===== config.mk =====
export PLATFORM = sky130hd
export DESIGN_NAME = shift_array_insert_front_delete_at
export DESIGN_NICKNAME = d
export VERILOG_FILES = /design/src/rtl/saifda_pkg.sv /design/src/rtl/saifda_front.sv /design/src/rtl/saifda_back.sv /design/src/rtl/shift_array_insert_front_delete_at.sv
export SDC_FILE = /design/constraint.sdc
export NUM_CORES = 1
export LEC_CHECK = 0
export BUFFER_PORTS_ARGS = -buffer_cell sky130_fd_sc_hd__buf_2
export CORE_ASPECT_RATIO = 1.75
export CORE_MARGIN = 2
export CORE_UTILIZATION = 40
export DETAILED_ROUTE_END_ITERATION = 8
export PLACE_DENSITY = 0.56
export RECOVER_POWER = 100
export SLEW_MARGIN = 20
export SYNTH_ARGS = -nofsm -noshare
export SYNTH_HDL_FRONTEND = slang
export SYNTH_SLANG_ARGS = --single-unit

===== constraint.sdc =====
create_clock -name clk_i -period 4.8 [get_ports clk_i]
set_input_delay 1.2 -clock clk_i [delete_from_list [all_inputs] [get_ports clk_i]]
set_output_delay 1.2 -clock clk_i [all_outputs]
set_load 0.005 [all_outputs]

===== src/rtl/saifda_pkg.sv =====
`timescale 1ns / 1ps

package saifda_pkg;

  localparam int unsigned ModeW = 2;
  localparam int unsigned DataW = 32;
  localparam int unsigned PosW  = 8;
  localparam int unsigned StatW = 2;

  localparam logic [ModeW-1:0] MODE_INSERT = 2'd0;
  localparam logic [ModeW-1:0] MODE_DELETE = 2'd1;
  localparam logic [ModeW-1:0] MODE_READ   = 2'd2;
  localparam logic [ModeW-1:0] MODE_NONE   = 2'd3;

  localparam logic [StatW-1:0] ST_OK     = 2'd0;
  localparam logic [StatW-1:0] ST_FULL   = 2'd1;
  localparam logic [StatW-1:0] ST_EMPTY  = 2'd2;
  localparam logic [StatW-1:0] ST_BADPOS = 2'd3;

  typedef struct packed {
    logic [ModeW-1:0]        mode;
    logic signed [DataW-1:0] value;
    logic [PosW-1:0]         position;
  } op_t;

endpackage


===== src/rtl/saifda_front.sv =====
`timescale 1ns / 1ps

// Accepts items, drops the unused mode, and holds up to two commands for the back end.
module saifda_front (
  input  logic                                   clk_i,
  input  logic                                   rst_ni,
  input  logic                                   in_valid_i,
  output logic                                   in_stall_o,
  input  logic [saifda_pkg::ModeW-1:0]           mode_i,
  input  logic signed [saifda_pkg::DataW-1:0]    value_i,
  input  logic [saifda_pkg::PosW-1:0]            position_i,
  output logic                                   q_valid_o,
  output saifda_pkg::op_t                        q_op_o,
  input  logic                                   q_pop_i
);

  saifda_pkg::op_t ent_q [2];
  logic            wr_ptr_q, wr_ptr_d;
  logic            rd_ptr_q, rd_ptr_d;
  logic [1:0]      cnt_q, cnt_d;
  logic            push;

  assign in_stall_o = (cnt_q == 2'd2);
  assign push       = in_valid_i && !in_stall_o && (mode_i != saifda_pkg::MODE_NONE);
  assign q_valid_o  = (cnt_q != 2'd0);
  assign q_op_o     = ent_q[rd_ptr_q];

  always_comb begin
    wr_ptr_d = wr_ptr_q;
    rd_ptr_d = rd_ptr_q;
    cnt_d    = cnt_q;
    if (push) begin
      wr_ptr_d = !wr_ptr_q;
    end
    if (q_pop_i) begin
      rd_ptr_d = !rd_ptr_q;
    end
    if (push && !q_pop_i) begin
      cnt_d = cnt_q + 2'd1;
    end else if (!push && q_pop_i) begin
      cnt_d = cnt_q - 2'd1;
    end
  end

  always_ff @(posedge clk_i or negedge rst_ni) begin
    if (!rst_ni) begin
      wr_ptr_q <= 1'b0;
      rd_ptr_q <= 1'b0;
      cnt_q    <= 2'd0;
    end else begin
      wr_ptr_q <= wr_ptr_d;
      rd_ptr_q <= rd_ptr_d;
      cnt_q    <= cnt_d;
    end
  end

  always_ff @(posedge clk_i) begin
    if (push) begin
      ent_q[wr_ptr_q] <= '{mode: mode_i, value: value_i, position: position_i};
    end
  end

  a_cnt_range: assert property (@(posedge clk_i) disable iff (!rst_ni)
    cnt_q <= 2'd2) else $error("queue count out of range");

  a_pop_nonempty: assert property (@(posedge clk_i) disable iff (!rst_ni)
    q_pop_i |-> q_valid_o) else $error("pop from empty queue");

  a_drop_none: assert property (@(posedge clk_i) disable iff (!rst_ni)
    (in_valid_i && !in_stall_o && mode_i == saifda_pkg::MODE_NONE && !q_pop_i)
      |=> $stable(cnt_q)) else $error("unused mode entered the queue");

endmodule


===== src/rtl/saifda_back.sv =====
`timescale 1ns / 1ps

// Executes queued commands on the shift array and drives the result register.
module saifda_back #(
  parameter int unsigned DEPTH = 8
) (
  input  logic                                clk_i,
  input  logic                                rst_ni,
  input  logic                                q_valid_i,
  input  saifda_pkg::op_t                     q_op_i,
  output logic                                q_pop_o,
  output logic                                out_valid_o,
  input  logic                                out_stall_i,
  output logic [saifda_pkg::StatW-1:0]        status_o,
  output logic signed [saifda_pkg::DataW-1:0] data_o,
  output logic                                last_o
);

  localparam int unsigned CW = $clog2(DEPTH + 1);
  localparam int unsigned IW = (DEPTH > 1) ? $clog2(DEPTH) : 1;

  logic [saifda_pkg::DataW-1:0] elem_q [DEPTH];
  logic [saifda_pkg::DataW-1:0] elem_d [DEPTH];
  logic [CW-1:0]                count_q, count_d;
  logic                         busy_q, busy_d;
  logic [IW-1:0]                idx_q, idx_d;
  logic                         out_valid_q, out_valid_d;
  logic                         load;
  logic [saifda_pkg::StatW-1:0] status_q, status_d;
  logic [saifda_pkg::DataW-1:0] data_q, data_d;
  logic                         last_q, last_d;
  logic                         out_free;
  logic [IW-1:0]                del_idx;
  logic [saifda_pkg::PosW-1:0]  count_ext;

  assign out_free  = !out_valid_q || !out_stall_i;
  assign del_idx   = IW'(q_op_i.position - saifda_pkg::PosW'(1));
  assign count_ext = saifda_pkg::PosW'(count_q);

  assign out_valid_o = out_valid_q;
  assign status_o    = status_q;
  assign data_o      = data_q;
  assign last_o      = last_q;

  always_comb begin
    elem_d      = elem_q;
    count_d     = count_q;
    busy_d      = busy_q;
    idx_d       = idx_q;
    out_valid_d = out_valid_q && out_stall_i;
    load        = 1'b0;
    status_d    = saifda_pkg::ST_OK;
    data_d      = '0;
    last_d      = 1'b1;
    q_pop_o     = 1'b0;

    if (busy_q) begin
      // read-out in progress, one element per transfer
      if (out_free) begin
        load   = 1'b1;
        data_d = elem_q[idx_q];
        last_d = (CW'(idx_q) + CW'(1) == count_q);
        if (last_d) begin
          busy_d  = 1'b0;
          q_pop_o = 1'b1;
        end else begin
          idx_d = idx_q + IW'(1);
        end
      end
    end else if (q_valid_i && out_free) begin
      load    = 1'b1;
      q_pop_o = 1'b1;
      case (q_op_i.mode)
        saifda_pkg::MODE_INSERT: begin
          if (count_q == CW'(DEPTH)) begin
            status_d = saifda_pkg::ST_FULL;
          end else begin
            for (int j = DEPTH - 1; j > 0; j--) begin
              elem_d[j] = elem_q[j-1];
            end
            elem_d[0] = q_op_i.value;
            count_d   = count_q + CW'(1);
          end
        end
        saifda_pkg::MODE_DELETE: begin
          if (count_q == '0) begin
            status_d = saifda_pkg::ST_EMPTY;
          end else if (q_op_i.position == '0 || q_op_i.position > count_ext) begin
            status_d = saifda_pkg::ST_BADPOS;
          end else begin
            data_d = elem_q[del_idx];
            for (int j = 0; j < DEPTH - 1; j++) begin
              if (j >= int'(del_idx)) begin
                elem_d[j] = elem_q[j+1];
              end
            end
            count_d = count_q - CW'(1);
          end
        end
        saifda_pkg::MODE_READ: begin
          if (count_q == '0) begin
            status_d = saifda_pkg::ST_EMPTY;
          end else begin
            data_d = elem_q[0];
            if (count_q != CW'(1)) begin
              last_d  = 1'b0;
              q_pop_o = 1'b0;
              busy_d  = 1'b1;
              idx_d   = IW'(1);
            end
          end
        end
        default: begin
          load = 1'b0;
        end
      endcase
    end
    if (load) begin
      out_valid_d = 1'b1;
    end
  end

  always_ff @(posedge clk_i or negedge rst_ni) begin
    if (!rst_ni) begin
      count_q     <= '0;
      busy_q      <= 1'b0;
      idx_q       <= '0;
      out_valid_q <= 1'b0;
    end else begin
      count_q     <= count_d;
      busy_q      <= busy_d;
      idx_q       <= idx_d;
      out_valid_q <= out_valid_d;
    end
  end

  always_ff @(posedge clk_i) begin
    elem_q <= elem_d;
    if (load) begin
      status_q <= status_d;
      data_q   <= data_d;
      last_q   <= last_d;
    end
  end

  a_count_max: assert property (@(posedge clk_i) disable iff (!rst_ni)
    count_q <= CW'(DEPTH)) else $error("count above depth");

  a_busy_idx: assert property (@(posedge clk_i) disable iff (!rst_ni)
    busy_q |-> (count_q != '0 && CW'(idx_q) < count_q)) else $error("read index out of range");

  a_busy_holds_op: assert property (@(posedge clk_i) disable iff (!rst_ni)
    busy_q |-> q_valid_i) else $error("read-out without a queued command");

  a_count_step: assert property (@(posedge clk_i) disable iff (!rst_ni)
    !q_pop_o |=> $stable(count_q)) else $error("count changed without a command");

endmodule


===== src/rtl/shift_array_insert_front_delete_at.sv =====
`timescale 1ns / 1ps

// Ordered list of up to DEPTH signed 32-bit values, front at position 1.
// Input channel (in_valid_i / in_stall_o): mode_i, value_i, position_i.
//   mode 0 inserts value_i at the front, mode 1 deletes the 1-based entry at
//   position_i, mode 2 reads the list out front to back, mode 3 is dropped.
// Output channel (out_valid_o / out_stall_i): status_o, data_o, last_o.
//   Insert and delete give one result; read-out gives one per element with
//   last_o on the final one; errors give a single result with data_o zero.
// A transfer lands in a two-entry command queue; the executing side takes it
// from the queue once the result register is free and loads its result there.
// Insert and delete finish as they are taken; read-out passes one element per
// transfer through the result register and keeps its command queued until the
// last one, so sustained rate is one item per cycle except read-out and stalls.
// When the receiver stalls, the result holds and the queue fills; the input
// stalls once both queue entries are in use.
// Reset empties the list and the queue; list contents are not cleared.
module shift_array_insert_front_delete_at #(
  parameter int unsigned DEPTH = 8
) (
  input  logic                                clk_i,
  input  logic                                rst_ni,
  input  logic                                in_valid_i,
  output logic                                in_stall_o,
  input  logic [saifda_pkg::ModeW-1:0]        mode_i,
  input  logic signed [saifda_pkg::DataW-1:0] value_i,
  input  logic [saifda_pkg::PosW-1:0]         position_i,
  output logic                                out_valid_o,
  input  logic                                out_stall_i,
  output logic [saifda_pkg::StatW-1:0]        status_o,
  output logic signed [saifda_pkg::DataW-1:0] data_o,
  output logic                                last_o
);

  logic            q_valid;
  logic            q_pop;
  saifda_pkg::op_t q_op;

  saifda_front u_front (
    .clk_i      (clk_i),
    .rst_ni     (rst_ni),
    .in_valid_i (in_valid_i),
    .in_stall_o (in_stall_o),
    .mode_i     (mode_i),
    .value_i    (value_i),
    .position_i (position_i),
    .q_valid_o  (q_valid),
    .q_op_o     (q_op),
    .q_pop_i    (q_pop)
  );

  saifda_back #(
    .DEPTH (DEPTH)
  ) u_back (
    .clk_i       (clk_i),
    .rst_ni      (rst_ni),
    .q_valid_i   (q_valid),
    .q_op_i      (q_op),
    .q_pop_o     (q_pop),
    .out_valid_o (out_valid_o),
    .out_stall_i (out_stall_i),
    .status_o    (status_o),
    .data_o      (data_o),
    .last_o      (last_o)
  );

endmodule


After elaboration in Yosys (flattened, before gate mapping)
Memory sizes are Yosys's and may differ from the RTL's.
Cells that the tools add are included.
{ "word_totals": {"register_bits": 304, "latchBits": 0, "mem_bits_rw": 84, "rom_bits": 0, "inputBits": 46, "out_inout_bits": 37, "elab_cells": 163, "mem_count": 1} }
{ "classes": {"add_sub_neg": 7, "multipliers": 0, "n_div": 0, "order_cmp": 10, "n_eq_ne": 20, "shifts": 0, "muxes": 66, "bitwise_logic": 5, "reduce_logical": 36} }
{ "mem_list": {"columns": ["memory", "depth", "width", "rd", "rd_ports_with_merged_regs", "write_ports", "line", "rtl"], "rows": [
  ["u_front.ent_q", 2, 42, 1, 0, 1, "saifda_front.sv:17", "saifda_pkg::op_t ent_q [2];"]
]} }
{ "ops": {"columns": ["op", "n"], "rows": [
  ["32-bit 2-to-1 mux", 17],
  ["224-bit 2-to-1 mux", 2],
  ["224-bit one-hot mux with 2 select lines", 1],
  ["256-bit 2-to-1 mux", 1],
  ["32-bit binary-select mux with 3-bit select", 2],
  ["32-bit one-hot mux with 2 select lines", 1],
  ["7-bit AND reduction", 7],
  ["1-bit 2-to-1 mux", 25],
  ["3-bit 2-to-1 mux", 7],
  ["2-bit by 1-bit inequality test with 1-bit output (second input constant)", 8],
  ["4-bit 2-to-1 mux", 3],
  ["2-bit inequality test (second input constant)", 6],
  ["6-bit AND reduction", 2],
  ["2-bit nonzero test", 6],
  ["2-bit 2-to-1 mux", 5],
  ["3-bit >= comparator (first input constant)", 3],
  ["4-bit >= comparator (second input constant)", 2],
  ["8-bit by 4-bit greater-than comparator with 1-bit output", 1],
  ["8-bit zero test", 1],
  ["3-bit NOT with 4-bit output", 2],
  ["4-bit one-hot mux with 2 select lines", 1],
  ["1-bit zero test", 7],
  ["1-bit by 3-bit >= comparator with 1-bit output (first input constant)", 2],
  ["2-bit by 3-bit >= comparator with 1-bit output (first input constant)", 2],
  ["21 further kinds", 30]
]} }

Depth between registers and ports, before layout
An unclocked memory read counts as a cell.
{ "logic_depth": {"depth_word": 11, "mapped_depth": 13, "ltp_nobuf": 9} }

Hierarchy
From an unflattened synthesis, not the netlist that was laid out.
{ "hier_totals": {"hier_cells": 1171, "hier_area_um2": 19859.0} }
{ "modules_own_cells": {"columns": ["module", "n_inst", "cells_each", "area_each_um2", "seq_area_each_um2"], "rows": [
  ["saifda_back", 1, 1020, 16408.2, 8963.6],
  ["saifda_front", 1, 151, 3450.8, 2622.5]
]} }

Least setup slack after synthesis
Ideal clock, no wire load.
{ "synth_path": {"path_type": "register -> register", "start": "reg u_front.rd_ptr_q", "end": "reg u_back.elem_q[160] in the netlist's numbering, enable pin", "setup_ps": 441, "arrival_ps": 4263, "required_ps": 4359, "path_slack_ps": 96, "stages_incl_launch_ff": 14, "n_path_buf": 4, "cell_sequence": "dfrtp_1 buf_6 buf_2 buf_2 mux2i_1 inv_1 ha_1 nor2b_1 o21ai_0 a32o_1 nand3_1 a21bo_2 buf_2 a31oi_1"} }
{ "synth_between": {"elab_chain_len": 5, "word_cells_on_any_way": 14, "cone_classes": "add/sub: 1; order compare: 2; eq/ne: 5; reduce/logical: 5; memory: 1"} }
{ "synth_rtl": {"columns": ["element", "line", "rtl"], "rows": [
  ["from (decl)", "saifda_front.sv:19", "logic rd_ptr_q, rd_ptr_d;"],
  ["from (signal assigned)", "saifda_front.sv:52", "rd_ptr_q <= rd_ptr_d;"],
  ["memory 2 x 42 bit *", null, null],
  ["3-bit by 1-bit subtractor with 3-bit output (tied with other cells)", "saifda_back.sv:37", "assign del_idx = IW'(q_op_i.position - saifda_pkg::PosW'(1));"],
  ["2-bit by 3-bit >= comparator with 1-bit output or 1-bit logical OR (tied branches)", "saifda_back.sv:93, saifda_back.sv:88", null],
  ["2-bit by 1-bit inequality test with 1-bit output (no source line) or 2-bit inequality test (tied branches)", null, null],
  ["7-bit AND reduction (no source line) *", null, null],
  ["to (signal assigned)", "saifda_back.sv:138", "elem_q <= elem_d;"],
  ["to (decl)", "saifda_back.sv:22", "logic [saifda_pkg::DataW-1:0] elem_q [DEPTH];"]
]} }
Every way passes the cells marked *; elsewhere a longest branch is shown, timed or not.
A chain may end at the register's enable or synchronous reset.

Final worst setup path
{ "layout_path": {"start": "reg u_back.count_q[0]", "end": "reg u_back.elem_q[18] in the netlist's numbering, enable pin"} }
{ "layout_between": {"elab_chain_len": 3} }
{ "layout_rtl": {"columns": ["element", "line", "rtl"], "rows": [
  ["from (decl)", "saifda_back.sv:24", "logic [CW-1:0] count_q, count_d;"],
  ["from (signal assigned)", "saifda_back.sv:130", "count_q <= count_d;"],
  ["4-bit == test", "saifda_back.sv:75", "if (count_q == CW'(DEPTH)) begin"],
  ["1-bit NOT (no source line)", null, null],
  ["4-bit AND reduction (no source line)", null, null]
]} }
Every way passes these cells.

==> tab_implementation.tex <==
\begin{tabular}{lr}
\hline
Metric & Value \\
\hline
\multicolumn{2}{l}{\textbf{Global route}} \\
Global-route total usage across every layer & 0.217 \\
Pin count of the biggest net entering global routing & 266 \\
Global-route wire length before repair & 88700 um \\
Number of antenna violations at the first check in global routing & 0 \\
Overall overflow remaining after global route & 0 \\
Via count of the first global-routing pass & 14.8k \\
\multicolumn{2}{l}{\textbf{Run status}} \\
Violated checks & capacitance limit, slew limit \\
Status & finished with violations \\
\multicolumn{2}{l}{\textbf{Pwr}} \\
Switching Share & 0.405 \\
Net load switching power & 6.54 mW \\
Relative contribution of the clock network to total power & 0.200 \\
Cell leakage power & 8.08 nW \\
Sequential share of power & 0.394 \\
Cell Pwr Density & 716 nW/um2 \\
Worst ir drop on vdd & 0.461 mV \\
Combinational fraction of design power & 0.406 \\
Internal power & 9.60 mW \\
\multicolumn{2}{l}{\textbf{Critical path}} \\
Crit-path cells & inv\_1 -> ha\_1 -> nand3\_2 -> and3\_1 -> clkbuf\_2 \\
Crit-path leading delay family & simple AND/OR/NAND/NOR gates \\
FF-to-FF Start & u\_back.count\_q[0]\$\_DFFE\_PN0P\_ \\
End of the worst register-to-register path & u\_back.elem\_q[18]\$\_DFFE\_PP\_ \\
Slack of the worst reg-to-reg path & 0.60 ns \\
Total buffers and inverters traversed by the critical path & 2 \\
Biggest cell delay along the critical path & 1.39 ns \\
Critical path capture point type & register \\
Critical Path Slowest Stage Cell & sky130\_fd\_sc\_hd\_\_and3\_1 \\
Worst path arrival time & 4.38 ns \\
Cells on worst reg2reg path & 5 \\
Worst path required time & 4.99 ns \\
Worst setup SP type & register \\
Startpoint-to-endpoint class of the critical path & reg2reg \\
Crit-path max FO & 55 \\
\multicolumn{2}{l}{\textbf{Clock network}} \\
Clock latency on the worst-skew pair & 0.55 ns \\
Number of clock buffers inserted by TritonCTS & 39 \\
Clk buf depth & 3 \\
\# hold bufs at CTS & 0 \\
Post-CTS setup-driven buffer insertion count & 0 \\
Clock transition at the registers of the reported paths & 0.07 ns \\
Number of levels in the clock H-tree & 2 \\
CTS sink count & 388 \\
Clock root buffer master & sky130\_fd\_sc\_hd\_\_clkbuf\_16 \\
Post-CTS sizing & 0 \\
CTS tree & done \\
\multicolumn{2}{l}{\textbf{Hold path}} \\
End of the worst hold path & u\_front.wr\_ptr\_q\$\_DFFE\_PN0P\_ \\
Worst hold path class & reg2reg \\
Min-Delay Path Depth & 1 \\
Worst hold start & u\_front.wr\_ptr\_q\$\_DFFE\_PN0P\_ \\
\multicolumn{2}{l}{\textbf{Floorplan}} \\
Std-Cell Rows & 109 \\
Core box area & 50500 um2 \\
Number of top-level pins & 83 \\
Vertical die dimension & 303 um \\
Die Footprint & 52900 um2 \\
Starting density of the core & 0.404 \\
Die W & 175 um \\
\multicolumn{2}{l}{\textbf{STA}} \\
Max-slew violation count & 325 \\
Final hold vios & 0 \\
Setup repair after global routing missed its margin & false \\
Post-route clock period utilization & 0.874 \\
Final number of setup-violating endpoints & 0 \\
Slew HR & -0.965 \\
Aggregate negative setup slack & 0 ns \\
Post-Route Skew & 0.0132 ns \\
Peak clock frequency supported by timing & 0.238 GHz \\
Final critical path time including I/O delays and setup & 4.20 ns \\
Worst-Margin Slew & 2.95 ns \\
\multicolumn{2}{l}{\textbf{Route}} \\
Post-detailed-route wirelength per cell & 21.7 um \\
Wire length on met1 & 22700 um \\
Antenna Nets Post-Route & 0 \\
DRC & 0 \\
Number of vias per cell & 5.71 \\
Number of DRC markers after the initial detailed-route iteration & 1368 \\
Via count & 15.2k \\
Highest metal layer used by the detailed router & met4 \\
Total Routed Length & 57800 um \\
Sum of met2 wire segment lengths after detailed routing & 29000 um \\
Routed wire length on met3 & 4040 um \\
First-pass iteration count of the detailed router & 6 \\
\multicolumn{2}{l}{\textbf{Synth}} \\
Area of the mapped netlist & 20400 um2 \\
Synthesized flop and latch total & 388 \\
XOR/XNOR share of the synthesized area & 0.00509 \\
Number of unique standard cell types used by synthesis & 48 \\
Synth Instances & 1963 \\
Compound-Gate Fraction of Synth Area & 0.0872 \\
Dominant synthesized flop cell & sky130\_fd\_sc\_hd\_\_edfxtp\_1 \\
Syn Area/Cell & 10.4 um2 \\
Dominant combinational cell family by area after synthesis & simple AND/OR/NAND/NOR gates \\
Share of synthesized area spent on multiplexers & 0.107 \\
Fraction of registers with async set or reset after synthesis & 0.0335 \\
Count of flip-flops with a built-in enable after synthesis & 375 \\
Arithmetic-cell share of the synthesized area counting full adders, half adders and majority gates & 0.00982 \\
Area share of and/or/nand/nor cells after synthesis & 0.185 \\
YS warnings & 0 \\
Post-Syn Nets & 2025 \\
Sequential area share after synthesis & 0.568 \\
\multicolumn{2}{l}{\textbf{Cells and area}} \\
Finished Layout Cells & 2661 \\
Final cell area excluding filler cells & 22500 um2 \\
Area growth from synthesis to final layout & 10.6\% \\
Antenna Diode Count & 0 \\
Core utilization of the finished layout & 0.447 \\
Share of layout cells above drive strength 1 & 0.101 \\
Layout net count & 2027 \\
\multicolumn{2}{l}{\textbf{Placement}} \\
Final HPWL DP & 34900 um \\
RD Place Congestion & 0.823 \\
Count of buffers from port buffering & 82 \\
Cell Area, Placed & 21400 um2 \\
Cells after DPL & 2590 \\
\multicolumn{2}{l}{\textbf{Run}} \\
Max cap viols & 5 \\
\hline
\end{tabular}
-- per-layer routing --
| layer | track usage | vias up |
|---|---|---|
| met5 | 0 | - |
| li1 | - | 7018 |
| met1 | 0.282 | 7355 |
| met4 | 0.0889 | 0 |
| met3 | 0.0254 | 134 |
| met2 | 0.368 | 688 |
-- cells in the mapped netlist, types with 2 or more instances --
cell type | instances | share of area
sky130_fd_sc_hd__a211o_1 | 2 | 0.00086
sky130_fd_sc_hd__a21bo_2 | 2 | 0.00098
sky130_fd_sc_hd__a21o_1 | 3 | 0.0011
sky130_fd_sc_hd__a21oi_1 | 40 | 0.0098
sky130_fd_sc_hd__a31oi_1 | 5 | 0.0015
sky130_fd_sc_hd__a32oi_1 | 2 | 0.00086
sky130_fd_sc_hd__and2_1 | 5 | 0.0015
sky130_fd_sc_hd__and3_1 | 2 | 0.00061
sky130_fd_sc_hd__buf_1 | 14 | 0.0026
sky130_fd_sc_hd__buf_2 | 55 | 0.013
sky130_fd_sc_hd__buf_4 | 7 | 0.0026
sky130_fd_sc_hd__buf_6 | 8 | 0.0044
sky130_fd_sc_hd__clkbuf_1 | 70 | 0.013
sky130_fd_sc_hd__dfrtp_1 | 13 | 0.016
sky130_fd_sc_hd__edfxtp_1 | 375 | 0.55
sky130_fd_sc_hd__ha_1 | 16 | 0.0098
sky130_fd_sc_hd__inv_1 | 10 | 0.0018
sky130_fd_sc_hd__mux2_2 | 2 | 0.0011
sky130_fd_sc_hd__mux2i_1 | 68 | 0.033
sky130_fd_sc_hd__mux4_2 | 64 | 0.071
sky130_fd_sc_hd__nand2_1 | 688 | 0.13
sky130_fd_sc_hd__nand2b_1 | 3 | 0.00092
sky130_fd_sc_hd__nand3_1 | 132 | 0.032
sky130_fd_sc_hd__nand4_1 | 33 | 0.010
sky130_fd_sc_hd__nor2_1 | 45 | 0.0083
sky130_fd_sc_hd__nor2b_1 | 3 | 0.00092
sky130_fd_sc_hd__nor3_1 | 3 | 0.00074
sky130_fd_sc_hd__nor4_1 | 2 | 0.00061
sky130_fd_sc_hd__nor4b_1 | 2 | 0.00086
sky130_fd_sc_hd__o21ai_0 | 213 | 0.052
sky130_fd_sc_hd__o21ai_1 | 20 | 0.0049
sky130_fd_sc_hd__o31ai_1 | 32 | 0.012
sky130_fd_sc_hd__xnor2_1 | 6 | 0.0026
sky130_fd_sc_hd__xor2_1 | 4 | 0.0017
-- through the flow --
stage / power (mW) / setup slack [ns] / hold WS [ns]
5_1_grt: 17.1 / 0.390 / 0.514
4_1_cts: 16.3 / 0.911 / 0.505
3_5_place_dp: 13.0 / 0.915 / 0.492
2_1_floorplan: 10.8 / 0.0965 / 0.460
3_3_place_gp: 12.9 / 0.888 / 0.490
6_report: 16.1 / 0.603 / 0.499
-- cell usage in the layout (no fill, tap or decap), types with 32 or more instances in the layout --
cell type / n
sky130_fd_sc_hd__nand2_1: 688
sky130_fd_sc_hd__edfxtp_1: 375
sky130_fd_sc_hd__o21ai_0: 231
sky130_fd_sc_hd__nand3_1: 131
sky130_fd_sc_hd__mux2i_1: 68
sky130_fd_sc_hd__clkbuf_1: 67
sky130_fd_sc_hd__mux4_2: 64
sky130_fd_sc_hd__nor2_1: 43
sky130_fd_sc_hd__clkbuf_16: 41
sky130_fd_sc_hd__a21oi_1: 38
sky130_fd_sc_hd__nand4_1: 33
sky130_fd_sc_hd__o31ai_1: 32
-- area by class of cell --
type	count	area, um2
Fill cell	4820	27900
Multi-Input combinational cell	1410	8130
Clock buffer	47	1060
Timing Repair Buffer	115	631
Clock inverter	24	263
Tap cell	666	833
Inverter	11	43.8
Sequential cell	388	11600
-- power by group through the flow --
stage / Clock [mW] / Sequential [mW] / Combinational, mW
after detailed placement: 0 / 6.39 / 6.65
after CTS: 3.29 / 6.34 / 6.67
final: 3.22 / 6.37 / 6.55
after global routing: 3.39 / 6.49 / 7.23
after floorplan: 0 / 5.92 / 4.89
after global placement: 0 / 6.38 / 6.50
-- registers in the layout (all words and copies together) (netlist names) --
register            count
u_back.out_valid_o      1
u_back.status_o         2
u_back.count_q          4
u_front.wr_ptr_q        1
u_front.rd_ptr_q        1
u_back.busy_q           1
u_front.ent_q          84
u_back.elem_q         256
u_front.cnt_q           2
u_back.last_o           1
u_back.idx_q            3
u_back.data_o          32
-- worst max path at each step --
stage	start	endpoint	slack [ns]	cells after the start
floorplan	u_front.rd_ptr_q$_DFFE_PN0P_	u_back.elem_q[160]$_DFFE_PP_	0.1	13
detailed placement	u_front.rd_ptr_q$_DFFE_PN0P_	u_back.elem_q[50]$_DFFE_PP_	0.92	10
CTS	u_front.rd_ptr_q$_DFFE_PN0P_	u_back.elem_q[35]$_DFFE_PP_	0.91	10
finish	u_back.count_q[0]$_DFFE_PN0P_	u_back.elem_q[18]$_DFFE_PP_	0.60	5
global placement	u_front.rd_ptr_q$_DFFE_PN0P_	u_back.elem_q[38]$_DFFE_PP_	0.89	10
global route	u_front.rd_ptr_q$_DFFE_PN0P_	u_back.elem_q[158]$_DFFE_PP_	0.39	5
-- cell families (layout without fill, tap and decap cells) --
kind of cell	Yosys count	in the layout
adder cells (fa/ha/maj)	16	16
buffers and inverters	165	197
AO/OA/AOI/OAI	326	326
AND/OR/NAND/NOR	921	921
XOR/XNOR	11	11
multiplexers	136	136
flip-flops	388	388
No activity file was read; power rests on OpenSTA's default activity.
